===== src/sv/stsc_pkg.sv =====
`timescale 1ns / 1ps
`default_nettype none
package stsc_pkg;

  localparam int LAMP_COUNT_DEF    = 6;
  localparam int BOTTOM_COUNT_DEF  = 3;
  localparam int STEPS_PER_BAR_DEF = 16;

  localparam int MODE_W   = 2;
  localparam int NOW_W    = 32;
  localparam int CMD_W    = 3;
  localparam int LAMPS_W  = 6;
  localparam int MET_W    = 8;
  localparam int HITS_W   = 5;
  localparam int S_W      = 16;
  localparam int Q_W      = S_W + 2;
  localparam int PROD_W   = MET_W + Q_W;
  localparam int DIV_W    = 3;

  localparam int CFG_IDX_W  = 2;
  localparam int CFG_DATA_W = S_W;

  localparam logic [CFG_IDX_W-1:0] CFG_SIXTEENTH = 2'd0;
  localparam logic [CFG_IDX_W-1:0] CFG_DIVISION  = 2'd1;
  localparam logic [CFG_IDX_W-1:0] CFG_METER_MAX = 2'd2;

  localparam logic [MODE_W-1:0] MODE_TICK  = 2'd0;
  localparam logic [MODE_W-1:0] MODE_START = 2'd1;
  localparam logic [MODE_W-1:0] MODE_STOP  = 2'd2;
  localparam logic [MODE_W-1:0] MODE_CMD   = 2'd3;

  typedef struct packed {
    logic [MODE_W-1:0] mode;
    logic [NOW_W-1:0]  now_ms;
    logic [CMD_W-1:0]  lamp_command;
  } in_word_t;

  typedef struct packed {
    logic [LAMPS_W-1:0] lamps;
    logic [MET_W-1:0]   meter_level;
    logic [HITS_W-1:0]  division_hits;
  } out_word_t;

endpackage
`default_nettype wire


===== src/sv/tempo_synced_spotlight_chaser_unit.sv =====
// Flow: S_IDLE accepts a word, S_EXEC runs it and S_DONE loads the result; a running tick
// adds S_METER, and inside its quarter note also S_MUL, S_START and S_DIV (8 steps of the
// restoring divider). One word in flight; the next is accepted once the result is loaded
// and the unit is back in S_IDLE, so any output stall holds off the next word.
// Reset: synchronous, active low; clears control, config registers and lamp state.
`timescale 1ns / 1ps
`default_nettype none
module tempo_synced_spotlight_chaser_unit #(
  parameter int LAMP_COUNT    = stsc_pkg::LAMP_COUNT_DEF,
  parameter int BOTTOM_COUNT  = stsc_pkg::BOTTOM_COUNT_DEF,
  parameter int STEPS_PER_BAR = stsc_pkg::STEPS_PER_BAR_DEF
) (
  input  logic                            clk,
  input  logic                            rst_n,
  input  logic                            in_valid,
  output logic                            in_stall,
  input  stsc_pkg::in_word_t              in_data,
  output logic                            out_valid,
  input  logic                            out_stall,
  output stsc_pkg::out_word_t             out_data,
  input  logic                            cfg_we,
  input  logic [stsc_pkg::CFG_IDX_W-1:0]  cfg_index,
  input  logic [stsc_pkg::CFG_DATA_W-1:0] cfg_wdata
);
  import stsc_pkg::*;

  localparam int IDX_W  = $clog2(LAMP_COUNT);
  localparam int WIDE_W = IDX_W + 1;
  localparam int SC_W   = $clog2(STEPS_PER_BAR);
  localparam int SC_X   = SC_W + 1;

  localparam int F_TOP   = 0;
  localparam int F_BOT   = 1;
  localparam int F_BLINK = 2;
  localparam int F_SEQ   = 3;

  localparam logic [HITS_W-1:0] HITS_16 = 5'h01;
  localparam logic [HITS_W-1:0] HITS_8  = 5'h03;
  localparam logic [HITS_W-1:0] HITS_4  = 5'h07;
  localparam logic [HITS_W-1:0] HITS_2  = 5'h0F;
  localparam logic [HITS_W-1:0] HITS_1  = 5'h1F;

  localparam logic [S_W-1:0]   SIXTEENTH_RST = 16'd125;
  localparam logic [DIV_W-1:0] DIVISION_RST  = 3'd2;
  localparam logic [MET_W-1:0] METER_MAX_RST = 8'd255;

  function automatic logic [LAMPS_W-1:0] lamp_mask(input int n);
    logic [LAMPS_W-1:0] m;
    for (int i = 0; i < LAMPS_W; i++) m[i] = (i < n);
    return m;
  endfunction

  localparam logic [LAMPS_W-1:0] ALL_MASK = lamp_mask(LAMP_COUNT);
  localparam logic [LAMPS_W-1:0] BOT_MASK = lamp_mask(BOTTOM_COUNT) & ALL_MASK;
  localparam logic [LAMPS_W-1:0] TOP_MASK = ALL_MASK & ~BOT_MASK;

  function automatic logic [LAMPS_W-1:0] lamp_put(input logic [LAMPS_W-1:0] b,
                                                  input logic [WIDE_W-1:0] idx,
                                                  input logic on);
    logic [LAMPS_W-1:0] r;
    r = b;
    for (int i = 0; i < LAMPS_W; i++) begin
      if (i < LAMP_COUNT && idx == WIDE_W'(i)) r[i] = on;
    end
    return r;
  endfunction

  function automatic logic [LAMPS_W-1:0] group_put(input logic [LAMPS_W-1:0] b,
                                                   input logic [LAMPS_W-1:0] m,
                                                   input logic on);
    return on ? (b | m) : (b & ~m);
  endfunction

  function automatic logic [LAMPS_W-1:0] blink_put(input logic [LAMPS_W-1:0] b,
                                                   input logic [3:0] fl,
                                                   input logic ph);
    logic [LAMPS_W-1:0] r;
    r = b;
    if (fl[F_BOT]) begin
      r = group_put(r, BOT_MASK, ph);
      if (fl[F_TOP]) r = group_put(r, TOP_MASK, !ph);
    end else if (fl[F_TOP]) begin
      r = group_put(r, TOP_MASK, ph);
    end else begin
      r = group_put(r, ALL_MASK, ph);
    end
    return r;
  endfunction

  typedef enum logic [2:0] {
    S_IDLE, S_EXEC, S_METER, S_MUL, S_START, S_DIV, S_DONE
  } state_t;

  state_t             state_r, state_nxt;
  in_word_t           in_r, in_nxt;
  out_word_t          out_r, out_nxt;
  logic               out_valid_r, out_valid_nxt;

  logic [S_W-1:0]     sixteenth_r;
  logic [DIV_W-1:0]   division_r;
  logic [MET_W-1:0]   meter_max_r;

  logic               running_r, running_nxt;
  logic               resync_r, resync_nxt;
  logic               clear_r, clear_nxt;
  logic [NOW_W-1:0]   last_step_r, last_step_nxt;
  logic [NOW_W-1:0]   last_beat_r, last_beat_nxt;
  logic [SC_W-1:0]    step_r, step_nxt;
  logic [3:0]         flags_r, flags_nxt;
  logic               setup_r, setup_nxt;
  logic               phase_r, phase_nxt;
  logic [IDX_W-1:0]   chase_r, chase_nxt;
  logic [LAMPS_W-1:0] lamps_r, lamps_nxt;

  logic [HITS_W-1:0]  hits_r, hits_nxt;
  logic [MET_W-1:0]   meter_r, meter_nxt;
  logic [Q_W-1:0]     num_r, num_nxt;
  logic [PROD_W-1:0]  prod_r, prod_nxt;

  logic               div_start;
  logic               div_done;
  logic [MET_W-1:0]   div_quot;
  logic [Q_W-1:0]     quarter;

  logic [IDX_W-1:0]   fwd_bot [2**WIDE_W];

  for (genvar g = 0; g < 2**WIDE_W; g++) begin : g_fwd_bot
    assign fwd_bot[g] = IDX_W'(g % BOTTOM_COUNT);
  end

  assign quarter = {sixteenth_r, 2'b00};

  stsc_div u_div (
    .clk      (clk),
    .rst_n    (rst_n),
    .start    (div_start),
    .dividend (prod_r),
    .divisor  (quarter),
    .done     (div_done),
    .quotient (div_quot)
  );

  always_ff @(posedge clk) begin
    if (!rst_n) begin
      sixteenth_r <= SIXTEENTH_RST;
      division_r  <= DIVISION_RST;
      meter_max_r <= METER_MAX_RST;
    end else if (cfg_we) begin
      case (cfg_index)
        CFG_SIXTEENTH: sixteenth_r <= cfg_wdata;
        CFG_DIVISION:  division_r  <= cfg_wdata[DIV_W-1:0];
        CFG_METER_MAX: meter_max_r <= cfg_wdata[MET_W-1:0];
        default: ;
      endcase
    end
  end

  always_comb begin
    logic [LAMPS_W-1:0] lamps_v;
    logic [IDX_W-1:0]   c;
    logic [WIDE_W-1:0]  cp1;
    logic               phase_v;
    logic [NOW_W-1:0]   ls_v;
    logic [NOW_W-1:0]   diff_v;
    logic [NOW_W-1:0]   e_v;
    logic [SC_X-1:0]    inc_v;
    logic [7:0]         inc8;
    logic [HITS_W-1:0]  hits_v;
    logic [3:0]         flag_v;
    logic               fire_v;

    state_nxt     = state_r;
    in_nxt        = in_r;
    out_nxt       = out_r;
    out_valid_nxt = out_valid_r;
    running_nxt   = running_r;
    resync_nxt    = resync_r;
    clear_nxt     = clear_r;
    last_step_nxt = last_step_r;
    last_beat_nxt = last_beat_r;
    step_nxt      = step_r;
    flags_nxt     = flags_r;
    setup_nxt     = setup_r;
    phase_nxt     = phase_r;
    chase_nxt     = chase_r;
    lamps_nxt     = lamps_r;
    hits_nxt      = hits_r;
    meter_nxt     = meter_r;
    num_nxt       = num_r;
    prod_nxt      = prod_r;
    div_start     = 1'b0;

    lamps_v = lamps_r;
    c       = chase_r;
    cp1     = '0;
    phase_v = phase_r;
    ls_v    = last_step_r;
    diff_v  = '0;
    e_v     = '0;
    inc_v   = '0;
    inc8    = '0;
    hits_v  = '0;
    flag_v  = '0;
    fire_v  = 1'b0;

    if (out_valid_r && !out_stall) out_valid_nxt = 1'b0;

    unique case (state_r)
      S_IDLE: begin
        if (in_valid) begin
          in_nxt    = in_data;
          state_nxt = S_EXEC;
        end
      end
      S_EXEC: begin
        hits_nxt  = '0;
        meter_nxt = '0;
        state_nxt = S_DONE;
        unique case (in_r.mode)
          MODE_START: begin
            if (!running_r) begin
              running_nxt = 1'b1;
              resync_nxt  = 1'b1;
            end
          end
          MODE_STOP: begin
            if (running_r) begin
              running_nxt = 1'b0;
              clear_nxt   = 1'b1;
            end
          end
          MODE_CMD: begin
            flag_v    = 4'b0001 << in_r.lamp_command[2:1];
            flags_nxt = in_r.lamp_command[0] ? (flags_r & ~flag_v) : (flags_r | flag_v);
            setup_nxt = 1'b1;
          end
          MODE_TICK: begin
            if (resync_r) ls_v = in_r.now_ms;
            resync_nxt = 1'b0;
            // re-layout lamps after a command
            if (setup_r) begin
              setup_nxt = 1'b0;
              lamps_v   = '0;
              if (flags_r[F_SEQ]) begin
                if (flags_r[F_BOT]) begin
                  if (flags_r[F_TOP]) begin
                    lamps_v = lamp_put(lamps_v, WIDE_W'(c) + WIDE_W'(BOTTOM_COUNT), 1'b1);
                  end else if (c >= IDX_W'(BOTTOM_COUNT)) begin
                    c = flags_r[F_BLINK] ? IDX_W'(BOTTOM_COUNT - 1) : '0;
                  end
                end else if (flags_r[F_TOP] && c < IDX_W'(BOTTOM_COUNT)) begin
                  c = flags_r[F_BLINK] ? IDX_W'(LAMP_COUNT - 1) : IDX_W'(BOTTOM_COUNT);
                end
                lamps_v = lamp_put(lamps_v, WIDE_W'(c), 1'b1);
              end else if (flags_r[F_BLINK]) begin
                phase_v = 1'b1;
                lamps_v = blink_put(lamps_v, flags_r, 1'b1);
              end else begin
                if (flags_r[F_TOP]) lamps_v = lamps_v | TOP_MASK;
                if (flags_r[F_BOT]) lamps_v = lamps_v | BOT_MASK;
              end
            end
            // note clock
            diff_v = in_r.now_ms - ls_v;
            if (diff_v >= NOW_W'(sixteenth_r)) begin
              ls_v  = ls_v + NOW_W'(sixteenth_r);
              inc_v = SC_X'(step_r) + 1'b1;
              inc8  = 8'(inc_v);
              if (inc_v >= SC_X'(STEPS_PER_BAR)) begin
                step_nxt = '0;
                hits_v   = HITS_1;
              end else begin
                step_nxt = inc_v[SC_W-1:0];
                if (inc8[2:0] == 3'd0) hits_v = HITS_2;
                else if (inc8[1:0] == 2'd0) hits_v = HITS_4;
                else if (inc8[0] == 1'b0) hits_v = HITS_8;
                else hits_v = HITS_16;
              end
              if (hits_v[2]) last_beat_nxt = in_r.now_ms;
            end
            last_step_nxt = ls_v;
            hits_nxt      = hits_v;
            // step lamps on the selected division
            fire_v = (division_r < DIV_W'(HITS_W)) && hits_v[division_r];
            if (fire_v) begin
              if (flags_r[F_SEQ]) begin
                lamps_v = lamp_put(lamps_v, WIDE_W'(c), 1'b0);
                cp1     = WIDE_W'(c) + WIDE_W'(1);
                if (flags_r[F_BOT]) begin
                  if (flags_r[F_TOP])
                    lamps_v = lamp_put(lamps_v, WIDE_W'(c) + WIDE_W'(BOTTOM_COUNT), 1'b0);
                  if (flags_r[F_BLINK]) begin
                    c = (c == '0 || c > IDX_W'(BOTTOM_COUNT)) ?
                        IDX_W'(BOTTOM_COUNT - 1) : c - 1'b1;
                  end else begin
                    c = fwd_bot[cp1];
                  end
                  if (flags_r[F_TOP])
                    lamps_v = lamp_put(lamps_v, WIDE_W'(c) + WIDE_W'(BOTTOM_COUNT), 1'b1);
                end else if (flags_r[F_TOP]) begin
                  if (flags_r[F_BLINK]) begin
                    c = (c <= IDX_W'(BOTTOM_COUNT)) ? IDX_W'(LAMP_COUNT - 1) : c - 1'b1;
                  end else begin
                    c = (cp1 >= WIDE_W'(LAMP_COUNT)) ? IDX_W'(BOTTOM_COUNT) : cp1[IDX_W-1:0];
                  end
                end else begin
                  if (flags_r[F_BLINK]) begin
                    c = (c == '0) ? IDX_W'(LAMP_COUNT - 1) : c - 1'b1;
                  end else begin
                    c = (cp1 == WIDE_W'(LAMP_COUNT)) ? '0 : cp1[IDX_W-1:0];
                  end
                end
                lamps_v = lamp_put(lamps_v, WIDE_W'(c), 1'b1);
              end else if (flags_r[F_BLINK]) begin
                phase_v = !phase_v;
                lamps_v = blink_put(lamps_v, flags_r, phase_v);
              end
            end
            // drop lamps once after a stop
            if (!running_r && clear_r) begin
              lamps_v   = '0;
              clear_nxt = 1'b0;
            end
            lamps_nxt = lamps_v;
            chase_nxt = c;
            phase_nxt = phase_v;
            if (running_r) state_nxt = S_METER;
          end
          default: ;
        endcase
      end
      S_METER: begin
        e_v = in_r.now_ms - last_beat_r;
        if (quarter != '0 && e_v < NOW_W'(quarter)) begin
          num_nxt   = quarter - e_v[Q_W-1:0];
          state_nxt = S_MUL;
        end else begin
          state_nxt = S_DONE;
        end
      end
      S_MUL: begin
        prod_nxt  = PROD_W'(meter_max_r) * PROD_W'(num_r);
        state_nxt = S_START;
      end
      S_START: begin
        div_start = 1'b1;
        state_nxt = S_DIV;
      end
      S_DIV: begin
        if (div_done) begin
          meter_nxt = div_quot;
          state_nxt = S_DONE;
        end
      end
      S_DONE: begin
        if (!out_valid_r || !out_stall) begin
          out_nxt.lamps         = lamps_r;
          out_nxt.meter_level   = meter_r;
          out_nxt.division_hits = hits_r;
          out_valid_nxt         = 1'b1;
          state_nxt             = S_IDLE;
        end
      end
      default: state_nxt = S_IDLE;
    endcase
  end

  always_ff @(posedge clk) begin
    if (!rst_n) begin
      state_r     <= S_IDLE;
      out_valid_r <= 1'b0;
      running_r   <= 1'b0;
      resync_r    <= 1'b1;
      clear_r     <= 1'b0;
      last_step_r <= '0;
      last_beat_r <= '0;
      step_r      <= '0;
      flags_r     <= '0;
      setup_r     <= 1'b0;
      phase_r     <= 1'b0;
      chase_r     <= '0;
      lamps_r     <= '0;
    end else begin
      state_r     <= state_nxt;
      out_valid_r <= out_valid_nxt;
      running_r   <= running_nxt;
      resync_r    <= resync_nxt;
      clear_r     <= clear_nxt;
      last_step_r <= last_step_nxt;
      last_beat_r <= last_beat_nxt;
      step_r      <= step_nxt;
      flags_r     <= flags_nxt;
      setup_r     <= setup_nxt;
      phase_r     <= phase_nxt;
      chase_r     <= chase_nxt;
      lamps_r     <= lamps_nxt;
    end
    in_r    <= in_nxt;
    out_r   <= out_nxt;
    hits_r  <= hits_nxt;
    meter_r <= meter_nxt;
    num_r   <= num_nxt;
    prod_r  <= prod_nxt;
  end

  assign in_stall  = (state_r != S_IDLE) || !rst_n;
  assign out_valid = out_valid_r;
  assign out_data  = out_r;

endmodule
`default_nettype wire


===== src/sv/stsc_div.sv =====
`timescale 1ns / 1ps
`default_nettype none
module stsc_div (
  input  logic                       clk,
  input  logic                       rst_n,
  input  logic                       start,
  input  logic [stsc_pkg::PROD_W-1:0] dividend,
  input  logic [stsc_pkg::Q_W-1:0]    divisor,
  output logic                       done,
  output logic [stsc_pkg::MET_W-1:0]  quotient
);
  import stsc_pkg::*;

  localparam int CNT_W = $clog2(MET_W);

  logic             busy_r;
  logic             done_r;
  logic [CNT_W-1:0] cnt_r;
  logic [Q_W-1:0]   rem_r;
  logic [MET_W-1:0] quo_r;
  logic [Q_W:0]     trial;
  logic             ge;

  assign trial = {rem_r, quo_r[MET_W-1]};
  assign ge    = trial >= {1'b0, divisor};

  always_ff @(posedge clk) begin
    if (!rst_n) begin
      busy_r <= 1'b0;
      done_r <= 1'b0;
      cnt_r  <= '0;
    end else begin
      done_r <= 1'b0;
      if (start) begin
        busy_r <= 1'b1;
        cnt_r  <= '0;
      end else if (busy_r) begin
        cnt_r <= cnt_r + 1'b1;
        if (cnt_r == CNT_W'(MET_W - 1)) begin
          busy_r <= 1'b0;
          done_r <= 1'b1;
        end
      end
    end
    if (start) begin
      rem_r <= dividend[PROD_W-1:MET_W];
      quo_r <= dividend[MET_W-1:0];
    end else if (busy_r) begin
      rem_r <= ge ? Q_W'(trial - {1'b0, divisor}) : trial[Q_W-1:0];
      quo_r <= {quo_r[MET_W-2:0], ge};
    end
  end

  assign done     = done_r;
  assign quotient = quo_r;

endmodule
`default_nettype wire


===== config.mk =====
export PLATFORM = sky130hd
export DESIGN_NAME = tempo_synced_spotlight_chaser_unit
export DESIGN_NICKNAME = d
export VERILOG_FILES = /design/src/sv/stsc_pkg.sv /design/src/sv/tempo_synced_spotlight_chaser_unit.sv /design/src/sv/stsc_div.sv
export SDC_FILE = /design/constraint.sdc
export NUM_CORES = 1
export LEC_CHECK = 0
export BUFFER_PORTS_ARGS = -buffer_cell sky130_fd_sc_hd__buf_2
export CAP_MARGIN = 10
export CORE_MARGIN = 3
export CORE_UTILIZATION = 35
export CTS_CLUSTER_SIZE = 16
export DETAILED_ROUTE_END_ITERATION = 12
export MAX_ROUTING_LAYER = met4
export SLEW_MARGIN = 10
export SYNTH_ARGS = -nofsm -noshare
export SYNTH_HDL_FRONTEND = slang
export SYNTH_SLANG_ARGS = --single-unit
export TNS_END_PERCENT = 100

===== constraint.sdc =====
create_clock -name clk -period 19.03 [get_ports clk]
set_input_delay 3.806 -clock clk [delete_from_list [all_inputs] [get_ports clk]]
set_output_delay 3.806 -clock clk [all_outputs]
set_load 0.01 [all_outputs]

Word level (Yosys, flattened, before mapping) --
Memory sizes are Yosys's and may differ from the RTL's. Index checks and enable logic that the tools add are counted.
Word-level totals: flip-flop bits (word level) 261, memory bits (read-only) 48, input bits 60, memories 1
Cells by class: add/sub/neg operators 12, multipliers 1, order comparisons 12, equality and inequality tests 49, shift operators 1, muxes and demuxes 153, bitwise gates (word level) 6, reductions and logical operators 50
Memory list:
- (name not given) | words 16, bits a word 3, read ports 1, clocked after Yosys merged registers in 0, write ports 0, line tempo_synced_spotlight_chaser_unit.sv:296 | c = fwd_bot[cp1];
Operator list (number):
- two-way mux 3 bit | 46
- two-way mux 6 bit | 22
- two-way mux 32 bit | 4
- subtractor 32 bit | 2
- two-way mux 1 bit | 56
- two-way mux 18 bit | 3
- subtractor 18 bit | 2
- two-way mux 5 bit | 7
- adder 32 x 16 -> 32 bit | 1
- >= comparator 32 x 16 -> 1 bit | 1
- less-than comparator 32 x 18 -> 1 bit | 1
- == test 3 bit (second input constant) | 10
- == test 4 x 3 -> 1 bit (second input constant) | 7
- multiplier 8 x 18 -> 26 bit | 1
- == test 3 x 2 -> 1 bit (second input constant) | 8
- == test 4 x 2 -> 1 bit (second input constant) | 6
- two-way mux 8 bit | 3
- AND reduction 2 bit | 11
- one-hot mux 3 bit (7 select lines) | 1
- >= comparator 19 x 18 -> 1 bit | 1
- nonzero test 18 bit | 1
- one-hot mux 8 bit (2 select lines) | 1
- zero test 3 bit | 5
- adder 3 x 2 -> 4 bit (second input constant) | 3
- other kinds (39) | 81

Logic depth before layout (Yosys ltp) --
word-level depth 33, mapped depth 28, depth with buffers taken out 23

Modules after synthesis --
A second synthesis with hierarchy kept.
Second synthesis, totals: cells, all modules 2648, area total of the unflattened synthesis 23331.1 µm²
By module, submodules not included:
- tempo_synced_spotlight_chaser_unit | instances 1, cells each 2368, area an instance 20520.9 µm², sequential area each 5735.5 µm²
- stsc_div | instances 1, cells each 280, area an instance 2810.2 µm², sequential area each 880.8 µm²

Worst setup path before layout --
Ideal clock, no wire load.
path type input port to output port, start point input port rst_n, end point output port in_stall, data arrival time 4.743 ns, required time 15.224 ns, slack 10.481 ns, cell stages on the path 4, buffers on the path 3, cells stage by stage clkbuf_1 > clkbuf_1 > buf_1 > nand2_1
Between the ends: longest elaborated chain between the ends 2
Ends and longest elaborated chain:
- start, declared | line tempo_synced_spotlight_chaser_unit.sv:14 | input logic rst_n,
- zero test 1 bit
- logical OR 1 bit | line tempo_synced_spotlight_chaser_unit.sv:406 | assign in_stall = (state_r != S_IDLE) || !rst_n;
- end, declared | line tempo_synced_spotlight_chaser_unit.sv:16 | output logic in_stall,
No other way between the ends.

Worst setup path in the final report --
Same ends and word-level chain as after synthesis.

==> summary.md <==
| Metric | Value |
|---|---|
| Outcome | completed |
| CP max FO | 18 |
| Worst endpoint required time | 15.22 ns |
| Total Routed Length | 62280 µm |
| F_max | 0.1199 GHz |
| Initial antenna violation count | 0 |
| Cell count after synthesis | 2538 |
| DRT antenna net count | 0 |
| Final nets | 2928 |
| Syn avg cell area | 8.830 µm² |
| GRT Residual Overflow | 0 |
| Starting Density | 35.46% |
| Post-CTS Hold Fix Bufs | 0 |
| Synth area leaders | edfxtp_1 19%, ha_1 12%, dfxtp_1 11%, fa_1 8.9%, nand2_1 4.1% |
| Die Area | 0.06710 mm² |
| Global-route wire length before repair | 99970 µm |
| Arrival @ worst endpoint | 4.54 ns |
| GP Congestion | 0.9240 |
| Post-DP HPWL | 47900 µm |
| Setup violations, final | 0 |
| Syn nets | 2904 |
| Clock Latency Late Sink | 0.58 ns |
| Worst vdd ir | 0.06923 mV |
| Internal power | 1.559 mW |
| Yosys top cell area share | 18.62% |
| Comb power frac | 48.0% |
| Pwr per Cell Area | 105.2 mW/mm² |
| # Max-Cap Violations | 0 |
| Post-Syn Area | 0.02241 mm² |
| Crit Path Category | in2out |
| Seq/Total Area, Yosys | 29.52% |
| Final Hold Viols | 0 |
| Number of I/O port buffers | 80 |
| Final period util | 43.84% |
| Site row count | 92 |
| Register share of total power | 30.4% |
| Max_slew headroom | 21.37% |
| Final setup TNS | 0 ns |
| EDFF count, synth | 139 |
| P_sw | 1.021 mW |
| Die Ht | 259.0 µm |
| CP Launch Type | primary input |
| Layout cells sized above 1 | 7.582% |
| Worst slew pin tran | 1.179 ns |
| DRC Markers | 0 |
| Clock tree buffer depth | 3 |
| Post-synth top area cell | edfxtp_1 |
| Total clock sinks | 261 |
| Area Overhead vs Synth | 9.401% |
| Vias per cell | 5.464 |
| CTS tree | done |
| Root Driver | clkbuf_16 |
| Reg clk slew, reported paths | 0.06 ns |
| Leakage | 10.28 nW |
| Cts repair resizes | 0 |
| Clock power frac | 21.6% |
| FFs w/ async S/R, synth | 0% |
| DR pass1 iterations | 5 |
| Antenna diodes | 0 |
| Vias in the first global route | 18240 |
| Core area | 0.06320 mm² |
| Crit path capture type | output port |
| Slew Limit Fails | 0 |
| # IOs | 81 |
| Hold WC Path Type | reg2reg |
| Largest net degree at the start of global routing | 78 |
| Routed vias | 18750 |
| RSZ-0062 raised after global routing | no |
| 1st-iter DRT viols | 1328 |
| Synthesis warning total | 0 |
| Util after Layout | 38.80% |
| GRT Util Overall | 18.87% |
| Final Skew | 0.01339 ns |
| Top_reg_cell synth | edfxtp_1 |
| Tot Pwr | 2.581 mW |
| WL per Instance | 18.15 µm |
| Flops & latches, synth | 261 |
| Synth cell types | 83 |
| Die Width | 259.0 µm |
| Fillers | 6261 |
| Tmin final | 8.342 ns |
| Switching portion of total power | 39.58% |
| H-tree depth | 1 |
| Post-CTS Setup Inserts | 0 |
| Num CTS Buffers | 29 |
==> power by group through the flow <==
stage / Combinational, mW / Sequential [mW] / Clock, mW
final: 1.24 / 0.785 / 0.558
after global routing: 1.40 / 0.794 / 0.594
after CTS: 1.23 / 0.785 / 0.571
after detailed placement: 1.23 / 0.796 / 0
after global placement: 1.20 / 0.795 / 0
after floorplan: 0.963 / 0.757 / 0
==> registers in the layout, indices dropped and copies added (netlist names), 3 cells and up, named ones only <==
register and flops:
in_r 37, last_beat_r 32, last_step_r 32, prod_r 26, out_data 19, num_r 18
u_div.rem_r 18, sixteenth_r 16, meter_max_r 8, meter_r 8, u_div.quotient 8, lamps_r 6
hits_r 5, step_r 4, chase_r 3, division_r 3, state_r 3, u_div.cnt_r 3
==> synth_stat cells, types with 24 or more instances <==
library cell,count
o21a_1,28
clkbuf_1,77
o211ai_1,24
a21oi_1,183
xnor2_1,61
inv_1,235
o31ai_1,28
xor2_1,34
mux2_2,30
and3_1,29
nor2b_1,29
nor2_1,192
nand2_1,246
o21ai_0,112
a21o_1,46
nand3_1,72
dfxtp_1,122
and2_1,101
edfxtp_1,139
nor3_1,52
ha_1,206
fa_1,100
mux2i_1,66
==> stage by stage <==
stage,hold slack [ns],area (µm²),setup slack [ns],instances
after floorplan,0.4003,22410,10.48,2538
after global placement,0.4044,23600,10.69,3377
after detailed placement,0.4045,23600,10.70,3377
after CTS,0.4195,24520,10.69,3431
after global routing,0.4218,24520,10.66,3431
final,0.4185,24520,10.69,3431
==> cells by family (layout without fill, tap and decap cells) <==
kind of cell             after synthesis  after routing  synth area share [%]
AO/OA/AOI/OAI                        612            612                 18.08
flip-flops                           261            261                 29.52
buffers and inverters                337            384                 5.773
adder cells (fa/ha/maj)              306            306                 20.43
AND/OR/NAND/NOR                      830            830                 17.97
XOR/XNOR                              95             95                 3.713
multiplexers                          97             97                 4.505
==> layout by cell type, fill, tap and decap left out, types with 30 or more instances in the layout <==
| cell type | instances |
|---|---|
| dfxtp_1 | 121 |
| mux2i_1 | 66 |
| o21ai_0 | 112 |
| a21oi_1 | 183 |
| clkbuf_16 | 30 |
| nor2_1 | 192 |
| nand3_1 | 71 |
| ha_1 | 206 |
| and2_1 | 100 |
| xnor2_1 | 61 |
| nand2_1 | 246 |
| inv_1 | 234 |
| edfxtp_1 | 139 |
| a21o_1 | 46 |
| nor3_1 | 50 |
| mux2_2 | 30 |
| buf_2 | 80 |
| fa_1 | 100 |
| xor2_1 | 34 |
==> per-layer routing <==
layer	wire (µm)	GRT usage, %	share of wire, %
met1	29330	26.00	47
met2	28000	29.70	45
met3	3468	2.049	5.6
met4	1487	4.729	2.4
met5	0	-	0
==> cell type report <==
| cell class | instances | area, µm² | area share (%) |
|---|---|---|---|
| multi-input cells | 1940 | 14520 | 59.24 |
| flip-flops and latches | 261 | 6618 | 26.99 |
| well taps | 846 | 1059 | 4.317 |
| inverters | 235 | 882.1 | 3.598 |
| clock buffers | 43 | 809.5 | 3.302 |
| repair buffers | 95 | 513.0 | 2.092 |
| clock inverters | 11 | 113.9 | 0.4644 |
==> critical path: stages <==
cell and delay (ns):
buf_2 0.35, nand2_1 0.18, buf_2 0.19
==> final timing paths <==
check	cells after the start	endpoint	start	slack (ns)
setup reg to reg	22	last_beat_r[19]	resync_r	12.56
setup / recovery	3	in_stall	rst_n	10.69
hold / removal	0	out_data[1]	hits_r[1]	0.42
hold reg to reg	0	out_data[1]	hits_r[1]	0.42
(Power assumes the default switching activity.)
